==> src/design/u2mr_pkg.sv <==
// ----------------------------------------------------------------------------
// UTF-8 to MacRoman transcoder package
// Shared types, constants and the MacRoman upper-half code point table.
// ----------------------------------------------------------------------------
package u2mr_pkg;

    localparam int unsigned QUEUE_DEPTH_DEF = 4;
    localparam int unsigned CP_W            = 21;
    localparam logic [7:0]  QMARK           = 8'h3F;

    typedef struct packed {
        logic [2:0]      q_count;
        logic            has_cp;
        logic [CP_W-1:0] cp;
        logic            last;
    } u2mr_entry_t;

    typedef struct packed {
        logic       hit;
        logic [6:0] index;
    } u2mr_hit_t;

    localparam logic [15:0] MAC_HIGH [0:127] = '{
        16'h00C4, 16'h00C5, 16'h00C7, 16'h00C9, 16'h00D1, 16'h00D6, 16'h00DC, 16'h00E1,
        16'h00E0, 16'h00E2, 16'h00E4, 16'h00E3, 16'h00E5, 16'h00E7, 16'h00E9, 16'h00E8,
        16'h00EA, 16'h00EB, 16'h00ED, 16'h00EC, 16'h00EE, 16'h00EF, 16'h00F1, 16'h00F3,
        16'h00F2, 16'h00F4, 16'h00F6, 16'h00F5, 16'h00FA, 16'h00F9, 16'h00FB, 16'h00FC,
        16'h2020, 16'h00B0, 16'h00A2, 16'h00A3, 16'h00A7, 16'h2022, 16'h00B6, 16'h00DF,
        16'h00AE, 16'h00A9, 16'h2122, 16'h00B4, 16'h00A8, 16'h2260, 16'h00C6, 16'h00D8,
        16'h221E, 16'h00B1, 16'h2264, 16'h2265, 16'h00A5, 16'h00B5, 16'h2202, 16'h2211,
        16'h220F, 16'h03C0, 16'h222B, 16'h00AA, 16'h00BA, 16'h03A9, 16'h00E6, 16'h00F8,
        16'h00BF, 16'h00A1, 16'h00AC, 16'h221A, 16'h0192, 16'h2248, 16'h2206, 16'h00AB,
        16'h00BB, 16'h2026, 16'h00A0, 16'h00C0, 16'h00C3, 16'h00D5, 16'h0152, 16'h0153,
        16'h2013, 16'h2014, 16'h201C, 16'h201D, 16'h2018, 16'h2019, 16'h00F7, 16'h25CA,
        16'h00FF, 16'h0178, 16'h2044, 16'h20AC, 16'h2039, 16'h203A, 16'hFB01, 16'hFB02,
        16'h2021, 16'h00B7, 16'h201A, 16'h201E, 16'h2030, 16'h00C2, 16'h00CA, 16'h00C1,
        16'h00CB, 16'h00C8, 16'h00CD, 16'h00CE, 16'h00CF, 16'h00CC, 16'h00D3, 16'h00D4,
        16'hF8FF, 16'h00D2, 16'h00DA, 16'h00DB, 16'h00D9, 16'h0131, 16'h02C6, 16'h02DC,
        16'h00AF, 16'h02D8, 16'h02D9, 16'h02DA, 16'h00B8, 16'h02DD, 16'h02DB, 16'h02C7
    };

    // Table entries are distinct, so the matching indexes can simply be ORed.
    function automatic u2mr_hit_t mac_lookup(input logic [CP_W-1:0] cp);
        u2mr_hit_t res;
        res = '0;
        for (int k = 0; k < 128; k++)
        begin
            if (cp[CP_W-1:16] == '0 && cp[15:0] == MAC_HIGH[k])
            begin
                res.hit   = 1'b1;
                res.index = res.index | 7'(k);
            end
        end
        return res;
    endfunction

endpackage

==> src/design/u2mr_front.sv <==
// ----------------------------------------------------------------------------
// UTF-8 to MacRoman transcoder front end
// Accepts UTF-8 bytes, tracks the open sequence and classifies each byte into
// a queue entry: a number of leading replacements and an optional code point.
// ----------------------------------------------------------------------------
module u2mr_front import u2mr_pkg::*;
(
    input  logic        clk,
    input  logic        rst_n,
    input  logic [7:0]  in_byte,
    input  logic        in_last,
    input  logic        push,
    output logic        full,
    input  logic        q_full,
    output logic        q_wr,
    output u2mr_entry_t q_data
);

    logic [CP_W-1:0] pcp_reg, pcp_next;
    logic [1:0]      needed_reg, needed_next;
    logic [1:0]      taken_reg, taken_next;
    logic            accept;
    logic            is_cont;
    logic [CP_W-1:0] cp_acc;
    logic [2:0]      q_cnt;
    logic            has_cp;
    logic [CP_W-1:0] cp;

    assign full    = q_full;
    assign accept  = push && !q_full;
    assign is_cont = (in_byte[7:6] == 2'b10);
    assign cp_acc  = {pcp_reg[CP_W-7:0], in_byte[5:0]};

    always_comb
    begin
        pcp_next    = pcp_reg;
        needed_next = needed_reg;
        taken_next  = taken_reg;
        q_cnt       = 3'd0;
        has_cp      = 1'b0;
        cp          = '0;
        if (needed_reg != 2'd0 && is_cont)
        begin
            needed_next = needed_reg - 2'd1;
            if (needed_reg == 2'd1)
            begin
                has_cp     = 1'b1;
                cp         = cp_acc;
                pcp_next   = '0;
                taken_next = 2'd0;
            end
            else
            begin
                pcp_next   = cp_acc;
                taken_next = taken_reg + 2'd1;
            end
        end
        else
        begin
            if (needed_reg != 2'd0)
            begin
                q_cnt = {1'b0, taken_reg};
            end
            pcp_next    = '0;
            needed_next = 2'd0;
            taken_next  = 2'd0;
            if (!in_byte[7])
            begin
                has_cp = 1'b1;
                cp     = {{(CP_W-8){1'b0}}, in_byte};
            end
            else if (in_byte[7:5] == 3'b110)
            begin
                pcp_next    = {{(CP_W-5){1'b0}}, in_byte[4:0]};
                needed_next = 2'd1;
                taken_next  = 2'd1;
            end
            else if (in_byte[7:4] == 4'b1110)
            begin
                pcp_next    = {{(CP_W-4){1'b0}}, in_byte[3:0]};
                needed_next = 2'd2;
                taken_next  = 2'd1;
            end
            else if (in_byte[7:3] == 5'b11110)
            begin
                pcp_next    = {{(CP_W-3){1'b0}}, in_byte[2:0]};
                needed_next = 2'd3;
                taken_next  = 2'd1;
            end
            else
            begin
                q_cnt = q_cnt + 3'd1;
            end
        end
        if (in_last)
        begin
            if (needed_next != 2'd0)
            begin
                q_cnt = q_cnt + {1'b0, taken_next};
            end
            pcp_next    = '0;
            needed_next = 2'd0;
            taken_next  = 2'd0;
        end
    end

    assign q_wr           = accept && (q_cnt != 3'd0 || has_cp);
    assign q_data.q_count = q_cnt;
    assign q_data.has_cp  = has_cp;
    assign q_data.cp      = cp;
    assign q_data.last    = in_last;

    always_ff @(posedge clk or negedge rst_n)
    begin
        if (!rst_n)
        begin
            pcp_reg    <= '0;
            needed_reg <= 2'd0;
            taken_reg  <= 2'd0;
        end
        else if (accept)
        begin
            pcp_reg    <= pcp_next;
            needed_reg <= needed_next;
            taken_reg  <= taken_next;
        end
    end

endmodule

==> src/design/u2mr_queue.sv <==
// ----------------------------------------------------------------------------
// UTF-8 to MacRoman transcoder entry queue
// Small first-in first-out store between the front end and the back end.
// ----------------------------------------------------------------------------
module u2mr_queue import u2mr_pkg::*;
#(
    parameter int unsigned DEPTH = QUEUE_DEPTH_DEF
)
(
    input  logic        clk,
    input  logic        rst_n,
    input  logic        wr_en,
    input  u2mr_entry_t wr_data,
    output logic        q_full,
    output logic        rd_valid,
    input  logic        rd_en,
    output u2mr_entry_t rd_data
);

    localparam int unsigned PTR_W = (DEPTH > 1) ? $clog2(DEPTH) : 1;
    localparam int unsigned CNT_W = $clog2(DEPTH + 1);
    localparam logic [PTR_W-1:0] PTR_LAST = PTR_W'(DEPTH - 1);
    localparam logic [CNT_W-1:0] CNT_FULL = CNT_W'(DEPTH);

    u2mr_entry_t     store_reg [0:DEPTH-1];
    logic [PTR_W-1:0] wr_ptr_reg, rd_ptr_reg;
    logic [CNT_W-1:0] count_reg;
    logic             do_wr, do_rd;

    assign q_full   = (count_reg == CNT_FULL);
    assign rd_valid = (count_reg != '0);
    assign rd_data  = store_reg[rd_ptr_reg];
    assign do_wr    = wr_en && !q_full;
    assign do_rd    = rd_en && rd_valid;

    always_ff @(posedge clk)
    begin
        if (do_wr)
        begin
            store_reg[wr_ptr_reg] <= wr_data;
        end
    end

    always_ff @(posedge clk or negedge rst_n)
    begin
        if (!rst_n)
        begin
            wr_ptr_reg <= '0;
            rd_ptr_reg <= '0;
            count_reg  <= '0;
        end
        else
        begin
            if (do_wr)
            begin
                wr_ptr_reg <= (wr_ptr_reg == PTR_LAST) ? '0 : wr_ptr_reg + PTR_W'(1);
            end
            if (do_rd)
            begin
                rd_ptr_reg <= (rd_ptr_reg == PTR_LAST) ? '0 : rd_ptr_reg + PTR_W'(1);
            end
            if (do_wr && !do_rd)
            begin
                count_reg <= count_reg + CNT_W'(1);
            end
            else if (do_rd && !do_wr)
            begin
                count_reg <= count_reg - CNT_W'(1);
            end
        end
    end

endmodule

==> src/design/u2mr_back.sv <==
// ----------------------------------------------------------------------------
// UTF-8 to MacRoman transcoder back end
// Expands each queue entry into output words, maps code points onto MacRoman
// and keeps the per-string clean flag.
// ----------------------------------------------------------------------------
module u2mr_back import u2mr_pkg::*;
(
    input  logic        clk,
    input  logic        rst_n,
    input  logic        head_valid,
    input  u2mr_entry_t head,
    output logic        head_pop,
    output logic [7:0]  out_byte,
    output logic        replaced,
    output logic        out_last,
    output logic        all_clean,
    output logic        empty,
    input  logic        pop
);

    logic [2:0] idx_reg, idx_next;
    logic       valid_reg;
    logic [7:0] byte_reg;
    logic       repl_reg;
    logic       last_reg;
    logic       clean_out_reg;
    logic       clean_reg;
    logic       load;
    logic [2:0] total;
    logic       final_word;
    u2mr_hit_t  hit;
    logic [7:0] w_byte;
    logic       w_repl;
    logic       w_last;

    assign total      = head.q_count + {2'b00, head.has_cp};
    assign final_word = ((idx_reg + 3'd1) == total);
    assign load       = head_valid && (!valid_reg || pop);
    assign head_pop   = load && final_word;
    assign idx_next   = final_word ? 3'd0 : idx_reg + 3'd1;
    assign hit        = mac_lookup(head.cp);
    assign w_last     = head.last && final_word;

    always_comb
    begin
        w_byte = QMARK;
        w_repl = 1'b1;
        if (idx_reg >= head.q_count)
        begin
            if (head.cp[CP_W-1:7] == '0)
            begin
                w_byte = head.cp[7:0];
                w_repl = 1'b0;
            end
            else if (hit.hit)
            begin
                w_byte = {1'b1, hit.index};
                w_repl = 1'b0;
            end
        end
    end

    always_ff @(posedge clk or negedge rst_n)
    begin
        if (!rst_n)
        begin
            valid_reg     <= 1'b0;
            idx_reg       <= 3'd0;
            clean_reg     <= 1'b1;
            byte_reg      <= 8'd0;
            repl_reg      <= 1'b0;
            last_reg      <= 1'b0;
            clean_out_reg <= 1'b0;
        end
        else
        begin
            if (load)
            begin
                valid_reg     <= 1'b1;
                idx_reg       <= idx_next;
                byte_reg      <= w_byte;
                repl_reg      <= w_repl;
                last_reg      <= w_last;
                clean_out_reg <= w_last && clean_reg && !w_repl;
                clean_reg     <= w_last ? 1'b1 : (clean_reg && !w_repl);
            end
            else if (pop)
            begin
                valid_reg <= 1'b0;
            end
        end
    end

    assign empty     = !valid_reg;
    assign out_byte  = byte_reg;
    assign replaced  = repl_reg;
    assign out_last  = last_reg;
    assign all_clean = clean_out_reg;

    a_clean_only_on_last: assert property (@(posedge clk) disable iff (!rst_n)
        all_clean |-> (out_last && !replaced))
        else $error("clean flag set on a word that is not a clean final word");

    a_repl_is_qmark: assert property (@(posedge clk) disable iff (!rst_n)
        (valid_reg && replaced) |-> (out_byte == QMARK))
        else $error("replacement word is not a question mark");

    a_idx_holds_head: assert property (@(posedge clk) disable iff (!rst_n)
        (idx_reg != 3'd0) |-> (head_valid && idx_reg < total))
        else $error("entry expansion lost its queue head");

    a_dirty_string: assert property (@(posedge clk) disable iff (!rst_n)
        (load && w_repl && !w_last) |=> !clean_reg)
        else $error("replacement did not clear the string clean flag");

endmodule

==> src/design/utf8_to_mac_roman_transcoder.sv <==
// ----------------------------------------------------------------------------
// UTF-8 to MacRoman transcoder
// Converts a UTF-8 byte stream, marked on its last byte, into MacRoman words.
//
//   Channel  Handshake        Payload
//   input    push / full      in_byte, in_last
//   result   empty / pop      out_byte, replaced, out_last, all_clean
//
// The front end takes one byte per cycle while the entry queue has room.
// The back end emits one word per cycle while the result is popped; a byte can
// yield up to four words, and the queue absorbs such bursts.
// The first word of a byte is written into the entry queue when the byte is
// accepted and then loaded into the output register, from which it is popped.
// Reset clears the open sequence, the queue and the output, and sets the clean flag.
// ----------------------------------------------------------------------------
module utf8_to_mac_roman_transcoder import u2mr_pkg::*;
#(
    parameter int unsigned QUEUE_DEPTH = QUEUE_DEPTH_DEF
)
(
    input  logic       clk,
    input  logic       rst_n,
    input  logic [7:0] in_byte,
    input  logic       in_last,
    input  logic       push,
    output logic       full,
    output logic [7:0] out_byte,
    output logic       replaced,
    output logic       out_last,
    output logic       all_clean,
    output logic       empty,
    input  logic       pop
);

    logic        q_full;
    logic        q_wr;
    u2mr_entry_t q_wdata;
    logic        q_valid;
    logic        q_rd;
    u2mr_entry_t q_rdata;

    u2mr_front u_front
    (
        .clk     (clk),
        .rst_n   (rst_n),
        .in_byte (in_byte),
        .in_last (in_last),
        .push    (push),
        .full    (full),
        .q_full  (q_full),
        .q_wr    (q_wr),
        .q_data  (q_wdata)
    );

    u2mr_queue #(
        .DEPTH (QUEUE_DEPTH)
    ) u_queue
    (
        .clk      (clk),
        .rst_n    (rst_n),
        .wr_en    (q_wr),
        .wr_data  (q_wdata),
        .q_full   (q_full),
        .rd_valid (q_valid),
        .rd_en    (q_rd),
        .rd_data  (q_rdata)
    );

    u2mr_back u_back
    (
        .clk        (clk),
        .rst_n      (rst_n),
        .head_valid (q_valid),
        .head       (q_rdata),
        .head_pop   (q_rd),
        .out_byte   (out_byte),
        .replaced   (replaced),
        .out_last   (out_last),
        .all_clean  (all_clean),
        .empty      (empty),
        .pop        (pop)
    );

endmodule
==> config.mk <==
export PLATFORM = sky130hd
export DESIGN_NAME = utf8_to_mac_roman_transcoder
export DESIGN_NICKNAME = d
export VERILOG_FILES = /design/src/design/u2mr_pkg.sv /design/src/design/u2mr_front.sv /design/src/design/u2mr_queue.sv /design/src/design/u2mr_back.sv /design/src/design/utf8_to_mac_roman_transcoder.sv
export SDC_FILE = /design/constraint.sdc
export NUM_CORES = 1
export LEC_CHECK = 0
export CAP_MARGIN = 5
export CORE_ASPECT_RATIO = 0.6
export CORE_MARGIN = 3
export CORE_UTILIZATION = 40
export DETAILED_ROUTE_END_ITERATION = 8
export DONT_BUFFER_PORTS = 1
export PLACE_DENSITY = 0.57
export SLEW_MARGIN = 20
export SYNTH_ARGS = -nofsm -noshare
export SYNTH_HDL_FRONTEND = slang
export SYNTH_SLANG_ARGS = --single-unit
==> constraint.sdc <==
create_clock -name clk -period 8.7 [get_ports clk]
set_input_delay 0.435 -clock clk [delete_from_list [all_inputs] [get_ports clk]]
set_output_delay 0.435 -clock clk [all_outputs]
set_load 0.005 [all_outputs]
* Yosys cells after proc, flatten, opt, wreduce, memory -nomap -nowiden
Memories as Yosys holds them, arrays and structs flattened. Index checks and enable logic that the tools add are counted.
Cells by class: $add $sub $neg 10, order comparisons 1, equality and inequality tests 137, multiplexer cells 234, reduce and logical (&&, ||, !) cells 156
Operators with widths (number):
- $eq A16 B8 Y1 const B | 80
- $mux W8 | 135
- $eq A16 B14 Y1 const B | 30
- $mux W15 | 17
- $eq A16 B10 Y1 const B | 10
- $logic_and A1 B1 Y1 | 141
- $mux W21 | 4
- $eq A16 B9 Y1 const B | 5
- $mux W2 | 36
- $mux W3 | 24
- $eq A16 B16 Y1 const B | 3
- $mux W1 | 18
- $logic_not A14 Y1 | 1
- $add A3 B1 Y3 const B | 3
- $reduce_bool A2 Y1 | 4
- $add A2 B1 Y2 const B | 3
- $eq A2 B2 Y1 const B | 3
- $eq A3 B3 Y1 const B | 2
- $reduce_bool A3 Y1 | 2
- $eq A5 B5 Y1 const B | 1
- $logic_not A1 Y1 | 5
- $logic_not A5 Y1 | 1
- $eq A4 B4 Y1 const B | 1
- $add A3 B1 Y3 | 1
- other kinds (7) | 8
Storage, ports and cells: bits in registers 42, bits in writable memories 104, input port bits 13, output and inout port bits 13, word-level logic and storage cells 552, memories 1
Memories:
- u_queue.store_reg | depth 4, bits a word 26, read ports 1, clocked after Yosys merged registers in 0, wr ports 1, RTL line u2mr_queue.sv:25 | u2mr_entry_t store_reg [0:DEPTH-1];

* Depth between registers and ports, before layout
Gate-level depths: netlist of the first run. An unclocked memory read counts as a cell.
depth after elaboration 140, gate-level depth with buffers 17, depth with buffers taken out 17

* Hierarchy
Synthesis of the first run repeated with hierarchy kept, for this count alone.
Second synthesis, totals: cell total of the unflattened synthesis 879, area total of the unflattened synthesis 9520.4 um^2
Modules (own cells, without submodules):
- u2mr_queue | times used 1, cells each 173, area an instance 4264.1 um^2, seq. area each 3298.2 um^2
- u2mr_back | times used 1, cells each 564, area an instance 3923.8 um^2, seq. area each 401.6 um^2
- u2mr_front | times used 1, cells each 142, area an instance 1332.5 um^2, seq. area each 475.5 um^2

* Worst setup path after synthesis of the first run
No wires, ideal clock.
path type register to register, from register u_queue.rd_ptr_reg[0], to register u_queue.count_reg[1], library setup time 0.125 ns, arrival time 3.744 ns, data required time 8.575 ns, slack 4.832 ns, cell stages (with the launch flop) 16, path buffers 3, clock period less this slack 3.868 ns, path through dfrtp_1 buf_6 buf_8 buf_2 mux4_2 ha_1 ha_1 xnor2_1 xnor2_1 xnor2_1 nor3_1 nand2_1 ha_1 inv_1 fa_1 mux2_2
Between the ends: word-level cells in the longest chain between the ends 8, elaborated cells on any way between the ends 10, classes of those cells 1 x add/sub; 1 x eq/ne; 1 x mux; 6 x reduce/logical; 1 x memory
Ends and longest elaborated chain:
- start, declared | RTL line u2mr_queue.sv:26 | logic [PTR_W-1:0] wr_ptr_reg, rd_ptr_reg;
- start signal, assigned | RTL line u2mr_queue.sv:60 | rd_ptr_reg <= (rd_ptr_reg == PTR_LAST) ? '0 : rd_ptr_reg + PTR_W'(1);
- $mem_v2 Z4 W26 (*)
- $add A3 B1 Y3 (*) | RTL line u2mr_back.sv:36 | assign total = head.q_count + {2'b00, head.has_cp};
- $eq A3 B3 Y1 (*) | RTL line u2mr_back.sv:37 | assign final_word = ((idx_reg + 3'd1) == total);
- $logic_and A1 B1 Y1 (*) | RTL line u2mr_back.sv:39 | assign head_pop = load && final_word;
- $logic_and A1 B1 Y1 (*) | RTL line u2mr_queue.sv:34 | assign do_rd = rd_en && rd_valid;
- $logic_not A1 Y1 | RTL line u2mr_queue.sv:62 | if (do_wr && !do_rd)
- $logic_and A1 B1 Y1 | RTL line u2mr_queue.sv:62
- $mux W3 or $reduce_bool A2 Y1 (tied branches)
- end signal, assigned | RTL line u2mr_queue.sv:64 | count_reg <= count_reg + CNT_W'(1);
- end signal, assigned | RTL line u2mr_queue.sv:68 | count_reg <= count_reg - CNT_W'(1);
- end, declared | RTL line u2mr_queue.sv:27 | logic [CNT_W-1:0] count_reg;
Every way passes the cells marked *; elsewhere a longest branch is shown, timed or not. A chain may end at the register's enable or synchronous reset.

* Worst setup path after layout of the first run
from register u_queue.rd_ptr_reg[0], to register u_back.byte_reg[1], in the netlist u_back.out_byte[1]
Between the ends: word-level cells in the longest chain between the ends 137, elaborated cells on any way between the ends 394, classes of those cells 1 x order compare; 128 x eq/ne; 134 x mux; 130 x reduce/logical; 1 x memory
Ends and longest elaborated chain:
- $mem_v2 Z4 W26 (*)
- $eq A16 B8 Y1 or $logic_not A5 Y1 (tied branches) | RTL line u2mr_pkg.sv:48 | if (cp[CP_W-1:16] == '0 && cp[15:0] == MAC_HIGH[k])
- $logic_and A1 B1 Y1 | RTL line u2mr_pkg.sv:48
- $mux W8 (128 in a row) | RTL line u2mr_pkg.sv:48
- $mux W8 | RTL line u2mr_back.sv:55 | else if (hit.hit)
- $mux W8 | RTL line u2mr_back.sv:50 | if (head.cp[CP_W-1:7] == '0)
- $mux W8 | RTL line u2mr_back.sv:48 | if (idx_reg >= head.q_count)
- $mux W8 | RTL line u2mr_back.sv:50
- $mux W8 | RTL line u2mr_back.sv:48
- $mux W8 (*) | RTL line u2mr_back.sv:48
- end signal, assigned | RTL line u2mr_back.sv:81 | byte_reg <= w_byte;
- end, declared | RTL line u2mr_back.sv:23 | logic [7:0] byte_reg;
Every way passes the cells marked *; elsewhere a longest branch is shown, timed or not. The select of a mux whose other input is x is not followed.

==> results of run 1 <==
## synthesized netlist by cell type (18+ instances only)
cell type  count
edfxtp_1     104
nor2_1        90
nand2_1       59
dfrtp_1       41
nand3_1       38
o21ai_0       38
nor3_1        36
clkbuf_1      29
nand4_1       29
a21oi_1       26
and2_1        25
mux4_2        18
## logic make-up (layout without fill, tap and decap cells)
family | Yosys count | count (layout) | synth area share
AO/OA/AOI/OAI | 169 | 169 | 0.139
XOR/XNOR | 12 | 12 | 0.0120
adder cells (fa/ha/maj) | 18 | 18 | 0.0275
buffers and inverters | 67 | 65 | 0.0373
flip-flops | 146 | 146 | 0.477
multiplexers | 36 | 36 | 0.0740
AND/OR/NAND/NOR | 370 | 370 | 0.232
## how the worst min path moves through the flow
stage                         endpoint  slack (ns)
5_1_grt        u_queue.store_reg[2][0]        0.07
2_1_floorplan         u_back.all_clean        0.14
3_5_place_dp        u_back.out_byte[3]        0.14
3_3_place_gp        u_back.out_byte[6]        0.14
4_1_cts        u_queue.store_reg[2][0]        0.08
6_report       u_queue.store_reg[2][0]         0.1
## cell type report
class / instances / area, um2 / share of cell area
clock inverter: 12 / 204 / 0.0212
sequential: 146 / 4180 / 0.434
timing repair buffer: 17 / 150 / 0.0156
multi-input combinational: 605 / 4250 / 0.442
inverter: 16 / 60.1 / 0.00624
clock buffer: 20 / 437 / 0.0453
tap: 279 / 349 / 0.0363
## worst max-delay path, delay by kind of cell, from the launching register on
family	cells	cell delay, ns
flops	1	0.98
simple gates	5	2.25
compound gates	3	1.07
mux	1	0.71
## metrics by stage
step	setup slack [ns]	power [W]	area [um2]	utilization
floorplan	4.83	0.00182	8740	-
global placement	3.61	0.00221	8950	0.421
detailed placement	3.63	0.00221	8950	0.421
CTS	3.58	0.00303	9620	0.453
global route	3.23	0.00319	9630	0.453
finish	3.47	0.00306	9630	0.453
## report_power, final
part           internal [W]  switching [W]  total, W
combinational      0.000389       0.000910   0.00130
clock              0.000511       0.000288  0.000799
sequential         0.000867      0.0000979  0.000965
## metal layers
metal | wire length (um) | up-vias | share of wire
met2 | 12300 | 486 | 0.38
met1 | 14300 | 3794 | 0.45
met5 | 61 | - | 0.0019
met3 | 4880 | 63 | 0.15
met4 | 507 | 4 | 0.016
li1 | - | 3150 | -
==> metrics.yaml, run 1 <==
final_layout:
  fin_cells: 1095
  largest_register_ffs: 104
  areaGrowthSynthToFinish_pct: 10.1
  layout_common_cells: "edfxtp_1 (104), nor2_1 (90), nand2_1 (59)"
  antenna_cells: 0
  final_common_cell: "edfxtp_1"
  final_nets: 834
  drive_gt1_frac: 0.132
  nFillCells: 1998
sta:
  maxSlewViolCount: 0
  finalCritPeriodShare: 0.601
  max_freq_mhz: 191
  hold_slack_ns: 0.0980
  hold_viol_final: 0
  min_period_ns: 5.23
  setup_tns_ns: 0
  slew_headroom: 0.168
  tightest_slew_ns: 1.24
  clock_skew_ns: 0.0101
  rsz0062_at_grt: "false"
  setup_violations: 0
logic_synthesis:
  syn-mean-instance-area_um2: 10.7
  syn-cell-area_mm2: 0.00874
  synth-main-ff-cell: "edfxtp_1"
  netlist.top_cell.by_area: "edfxtp_1"
  ys_types: 81
  synthArstFlopShare: 0.288
  synth_top_area_share: 0.357
  synth-edff-count: 104
  ys_top_cells_by_area: "edfxtp_1 (36%), dfrtp_1 (12%), mux4_2 (4.6%), nor2_1 (3.9%), nand2_1 (2.5%)"
  seq_area_frac_synth: 0.477
  yosysWarnings: 0
  synth_seq_cells: 146
  synth_nets: 849
  synth_cells: 818
worst_setup_path:
  cp_cell_sequence: "mux4_2 -> or4_4 -> nor3_4 -> nand3_1 -> o311ai_0 -> nor4_1 -> and4b_4 -> a21oi_4 -> o221ai_1"
  arrival_ns: 5.49
  worstRegToRegCells: 9
  endpoint_kind: "flip-flop"
  critPathSlowestCell: "dfrtp_2"
  startpoint_type: "flip-flop"
  crit_type: "reg -> reg"
  max_stage_delay_ns: 0.98
  cp-startpoint: "u_queue.rd_ptr_reg[0]"
  crit_path_end: "u_back.out_byte[1]"
  cp_max_fo: 32
  reg2reg_to: "u_back.out_byte[1]"
  rrSetupSlack_ns: 3.47
  r2r-start: "u_queue.rd_ptr_reg[0]"
  crit_required_ns: 8.96
clocking:
  cts_buffers: 17
  postCtsSetupRepairBufs: 0
  cts_buffer_depth: 2
  cts_root_buffer: "clkbuf_16"
  cts-resized-gates: 0
  clkSlewWorstSetupHoldPaths_ns: 0.06
  htreeDepth: 4
  clock_sinks: 146
  cts_hold_buf: 2
  insertion_delay_ns: 0.43
  cts_tree: "built"
drt:
  route.detailed.drc: 0
  ant_nets: 0
  drt-initial-drc-count: 1189
  vias: 7497
  viasPerCell: 6.85
  dr.pass1.iters: 7
  postRouteWirelength_um: 32100
  wl_per_cell_um: 29.3
placement:
  gp_congestion: 1.15
  place_inst: 1061
  portBuffers: 0
  dpl.hpwl_um: 23500
global_routing:
  grt_util_met1: 0.401
  grt_usage: 0.274
  busiest_layer: "met1"
  use_met2: 0.349
  grt_max_degree: 43
  grt_use_met3: 0.151
  grt_pass1_wl_um: 47400
  antenna_found_initial: 1
  grt.overflow.total: 0
  grt_pass1_vias: 7132
pwr:
  vdd_drop_max_uv: 241
  p_leak_nw: 3.30
  power.density_mw_per_mm2: 318
worst_hold_path:
  hp-start: "in_last"
  min_path_cells: 0
  hp-class: "in -> reg"
floorplanning:
  pin_count: 26
  dieWidth_um: 197
  rows: 41
  start_util: 0.412
  core_mm2: 0.0212
  die_height_um: 121
  die_area_mm2: 0.0237
run_status:
  status: "completed"
run:
  maxCapViolCount: 0
(Power assumes the default switching activity.)
==> run 2, diff against run 1 <==
--- a/config.mk
+++ b/config.mk
@@ -11,7 +11,7 @@
 export CORE_UTILIZATION = 40
 export DETAILED_ROUTE_END_ITERATION = 8
 export DONT_BUFFER_PORTS = 1
-export PLACE_DENSITY = 0.57
+export PLACE_DENSITY = 0.59
 export SLEW_MARGIN = 20
 export SYNTH_ARGS = -nofsm -noshare
 export SYNTH_HDL_FRONTEND = slang
==> constraint.sdc (replaced) <==
create_clock -name clk -period 4.36 [get_ports clk]
set_input_delay 0.218 -clock clk [delete_from_list [all_inputs] [get_ports clk]]
set_output_delay 0.218 -clock clk [all_outputs]
set_load 0.005 [all_outputs]
==> run 2 against run 1 <==
Net effect: worst setup slack got worse by 3.3 ns; cell count rose by 9.1%; via count rose by 3.3%; first-iteration DRC count rose by 4.6%; sequential share of layout area fell by 3.3 points; sequential power rose by 93%; fmax rose by 25%; critical path depth rose by 1; non-clock buffer count rose by 101; utilization rose by 3.8 points; total power rose by 110%; wire length rose by 2.6%; critical path type unchanged; highest routed layer unchanged.
==> metrics.yaml, run 2 (synthesized netlist as in run 1, its figures left out) <==
clocking:
  insertion_delay_ns: 0.43  # about the same
  cts_buffers: 17  # unchanged
  cts-resized-gates: 0  # unchanged
  htreeDepth: 4  # unchanged
  cts_root_buffer: "clkbuf_16"
  postCtsSetupRepairBufs: 0  # unchanged
  clkSlewWorstSetupHoldPaths_ns: 0.06  # about the same
  cts_buffer_depth: 2  # unchanged
  clock_sinks: 146  # unchanged
  cts_tree: "built"
final_layout:
  final_common_cell: "edfxtp_1"
  drive_gt1_frac: 0.219  # +0.0871
  final_nets: 935  # +12%
  layout_common_cells: "edfxtp_1 (104), buf_4 (101), nor2_1 (90)"
  fin_cells: 1195  # +9.1%
  areaGrowthSynthToFinish_pct: 19.3
  final_area_mm2: 0.0104  # +8.3%
  antenna_cells: 0  # unchanged
  utilization: 0.491  # +0.0378
  largest_register_ffs: 104  # unchanged
run_status:
  status: "completed"
worst_setup_path:
  crit_required_ns: 4.68  # -4.28 ns
  arrival_ns: 4.51  # -0.98 ns
  startpoint_type: "flip-flop"
  cp-startpoint: "u_queue.rd_ptr_reg[0]"
  endpoint_kind: "flip-flop"
  crit_type: "reg -> reg"
  cp_max_fo: 21  # -34%
  r2r-start: "u_queue.rd_ptr_reg[0]"
  worstRegToRegCells: 10  # +1
global_routing:
  antenna_found_initial: 0  # -1
  grt_max_degree: 43  # unchanged
  grt.overflow.total: 0  # unchanged
  grt_pass1_wl_um: 48700  # +2.7%
  grt_pass1_vias: 7391  # +3.6%
  grt_usage: 0.282  # +0.00819
placement:
  gp_congestion: 1.11  # -4.2%
  place_inst: 1154  # +8.8%
  portBuffers: 0  # unchanged
  dpl.hpwl_um: 25400  # +8.0%
  postPlaceCellArea_mm2: 0.00973  # +8.8%
sta:
  max_freq_mhz: 239  # +25%
  tightest_slew_ns: 0.745  # -0.496 ns
  finalCritPeriodShare: 0.961  # +0.360
  clock_skew_ns: 0.0136  # +0.00350 ns
  setup_tns_ns: 0  # unchanged
  setup_violations: 0  # unchanged
  maxSlewViolCount: 0  # unchanged
  slew_headroom: 0.502  # +0.333
  hold_viol_final: 0  # unchanged
  min_period_ns: 4.19  # -1.04 ns
  rsz0062_at_grt: "false"
drt:
  wl_per_cell_um: 27.5  # -6.0%
  vias: 7744  # +3.3%
  routed-wl-met2_um: 11900  # -3.0%
  routed.top_layer: "met5"
  dr.pass1.iters: 8  # +1
  wl_met1_um: 15100  # +5.7%
  ant_nets: 0  # unchanged
  drt-initial-drc-count: 1244  # +4.6%
  route.detailed.drc: 0  # unchanged
  postRouteWirelength_um: 32900  # +2.6%
  wl_met3_um: 5140  # +5.3%
  viasPerCell: 6.48  # -5.3%
worst_hold_path:
  hp-start: "in_byte[7]"
  min_path_cells: 2  # +2
  hp-class: "in -> reg"
pwr:
  vdd_drop_max_uv: 357  # +48%
  power.density_mw_per_mm2: 610  # +92%
  switchingPower_w: 0.00270  # +110%
  p_leak_nw: 3.76  # +14%
  combPwrFrac: 0.483  # +0.059
  p_sw_frac: 0.424  # +0.000978
  pwr-share-seq: 0.292  # -0.023
  internal_power_w: 0.00366  # +110%
  clockPowerShare: 0.225  # -0.036
floorplanning:
  pin_count: 26  # unchanged
  die_height_um: 121  # unchanged
  rows: 41  # unchanged
  core_mm2: 0.0212  # unchanged
  start_util: 0.412  # unchanged
  die_area_mm2: 0.0237  # unchanged
  dieWidth_um: 197  # unchanged
run:
  maxCapViolCount: 0  # unchanged
==> run 2: routing by layer <==
layer / track usage / vias up
met5: 0.0283 / -
met4: 0.0596 / 2
met3: 0.153 / 75
met2: 0.350 / 510
met1: 0.423 / 3800
li1: - / 3357
==> run 2: area by class of cell <==
class	count	area, um2
multi-input cells	605	4250
repair buffers	118	1020
well taps	279	349
inverters	16	60.1
flip-flops and latches	146	4180
fillers	1928	10800
clock buffers	18	429
clock inverters	13	153
==> run 2: worst paths after layout <==
| kind | to | slack (ns) |
|---|---|---|
| worst max register to register | u_back.all_clean | 0.17 |
| max in group asynchronous | u_back.clean_reg | 3.80 |
| worst max-delay path | u_back.all_clean | 0.17 |
| worst min-delay path | u_front.needed_reg[1] | 0.04 |
| worst min register to register | u_front.pcp_reg[13] | 0.49 |
| min in group asynchronous | u_back.out_byte[7] | 0.29 |
==> run 2: power by group through the flow <==
stage | Sequential, W | Clock, W | Combinational [W]
floorplan | 0.00184 | 0 | 0.00179
global placement | 0.00188 | 0 | 0.00299
detailed placement | 0.00189 | 0 | 0.00291
CTS | 0.00186 | 0.00146 | 0.00294
global route | 0.00188 | 0.00152 | 0.00321
finish | 0.00186 | 0.00143 | 0.00307
==> run 2: timing repair <==
| item | CTS | global route |
|---|---|---|
| endpoints found under the hold margin | 53 | 0 |
| setup endpoints to repair | 0 | 0 |
| hold buffers | 10 | 0 |
==> run 2: worst max-delay path, cell delays in order (launching register included) <==
cell,delay [ns]
dfrtp_2,0.53
buf_12,0.18
mux4_2,0.75
nand2b_1,0.60
nor2_1,0.25
nor2_1,0.29
nor2_1,0.14
or4_4,0.59
nor4b_4,0.30
a21oi_4,0.15
a32o_1,0.27
==> run 2: per-stage QoR <==
stage	power [W]	setup WS, ns	hold WS (ns)
2_1_floorplan	0.00363	0.492	-0.0776
4_1_cts	0.00626	0.258	0.0144
6_report	0.00636	0.171	0.0354
5_1_grt	0.00660	0.0603	0.0284
3_5_place_dp	0.00479	0.275	-0.0763
3_3_place_gp	0.00488	0.246	-0.0763
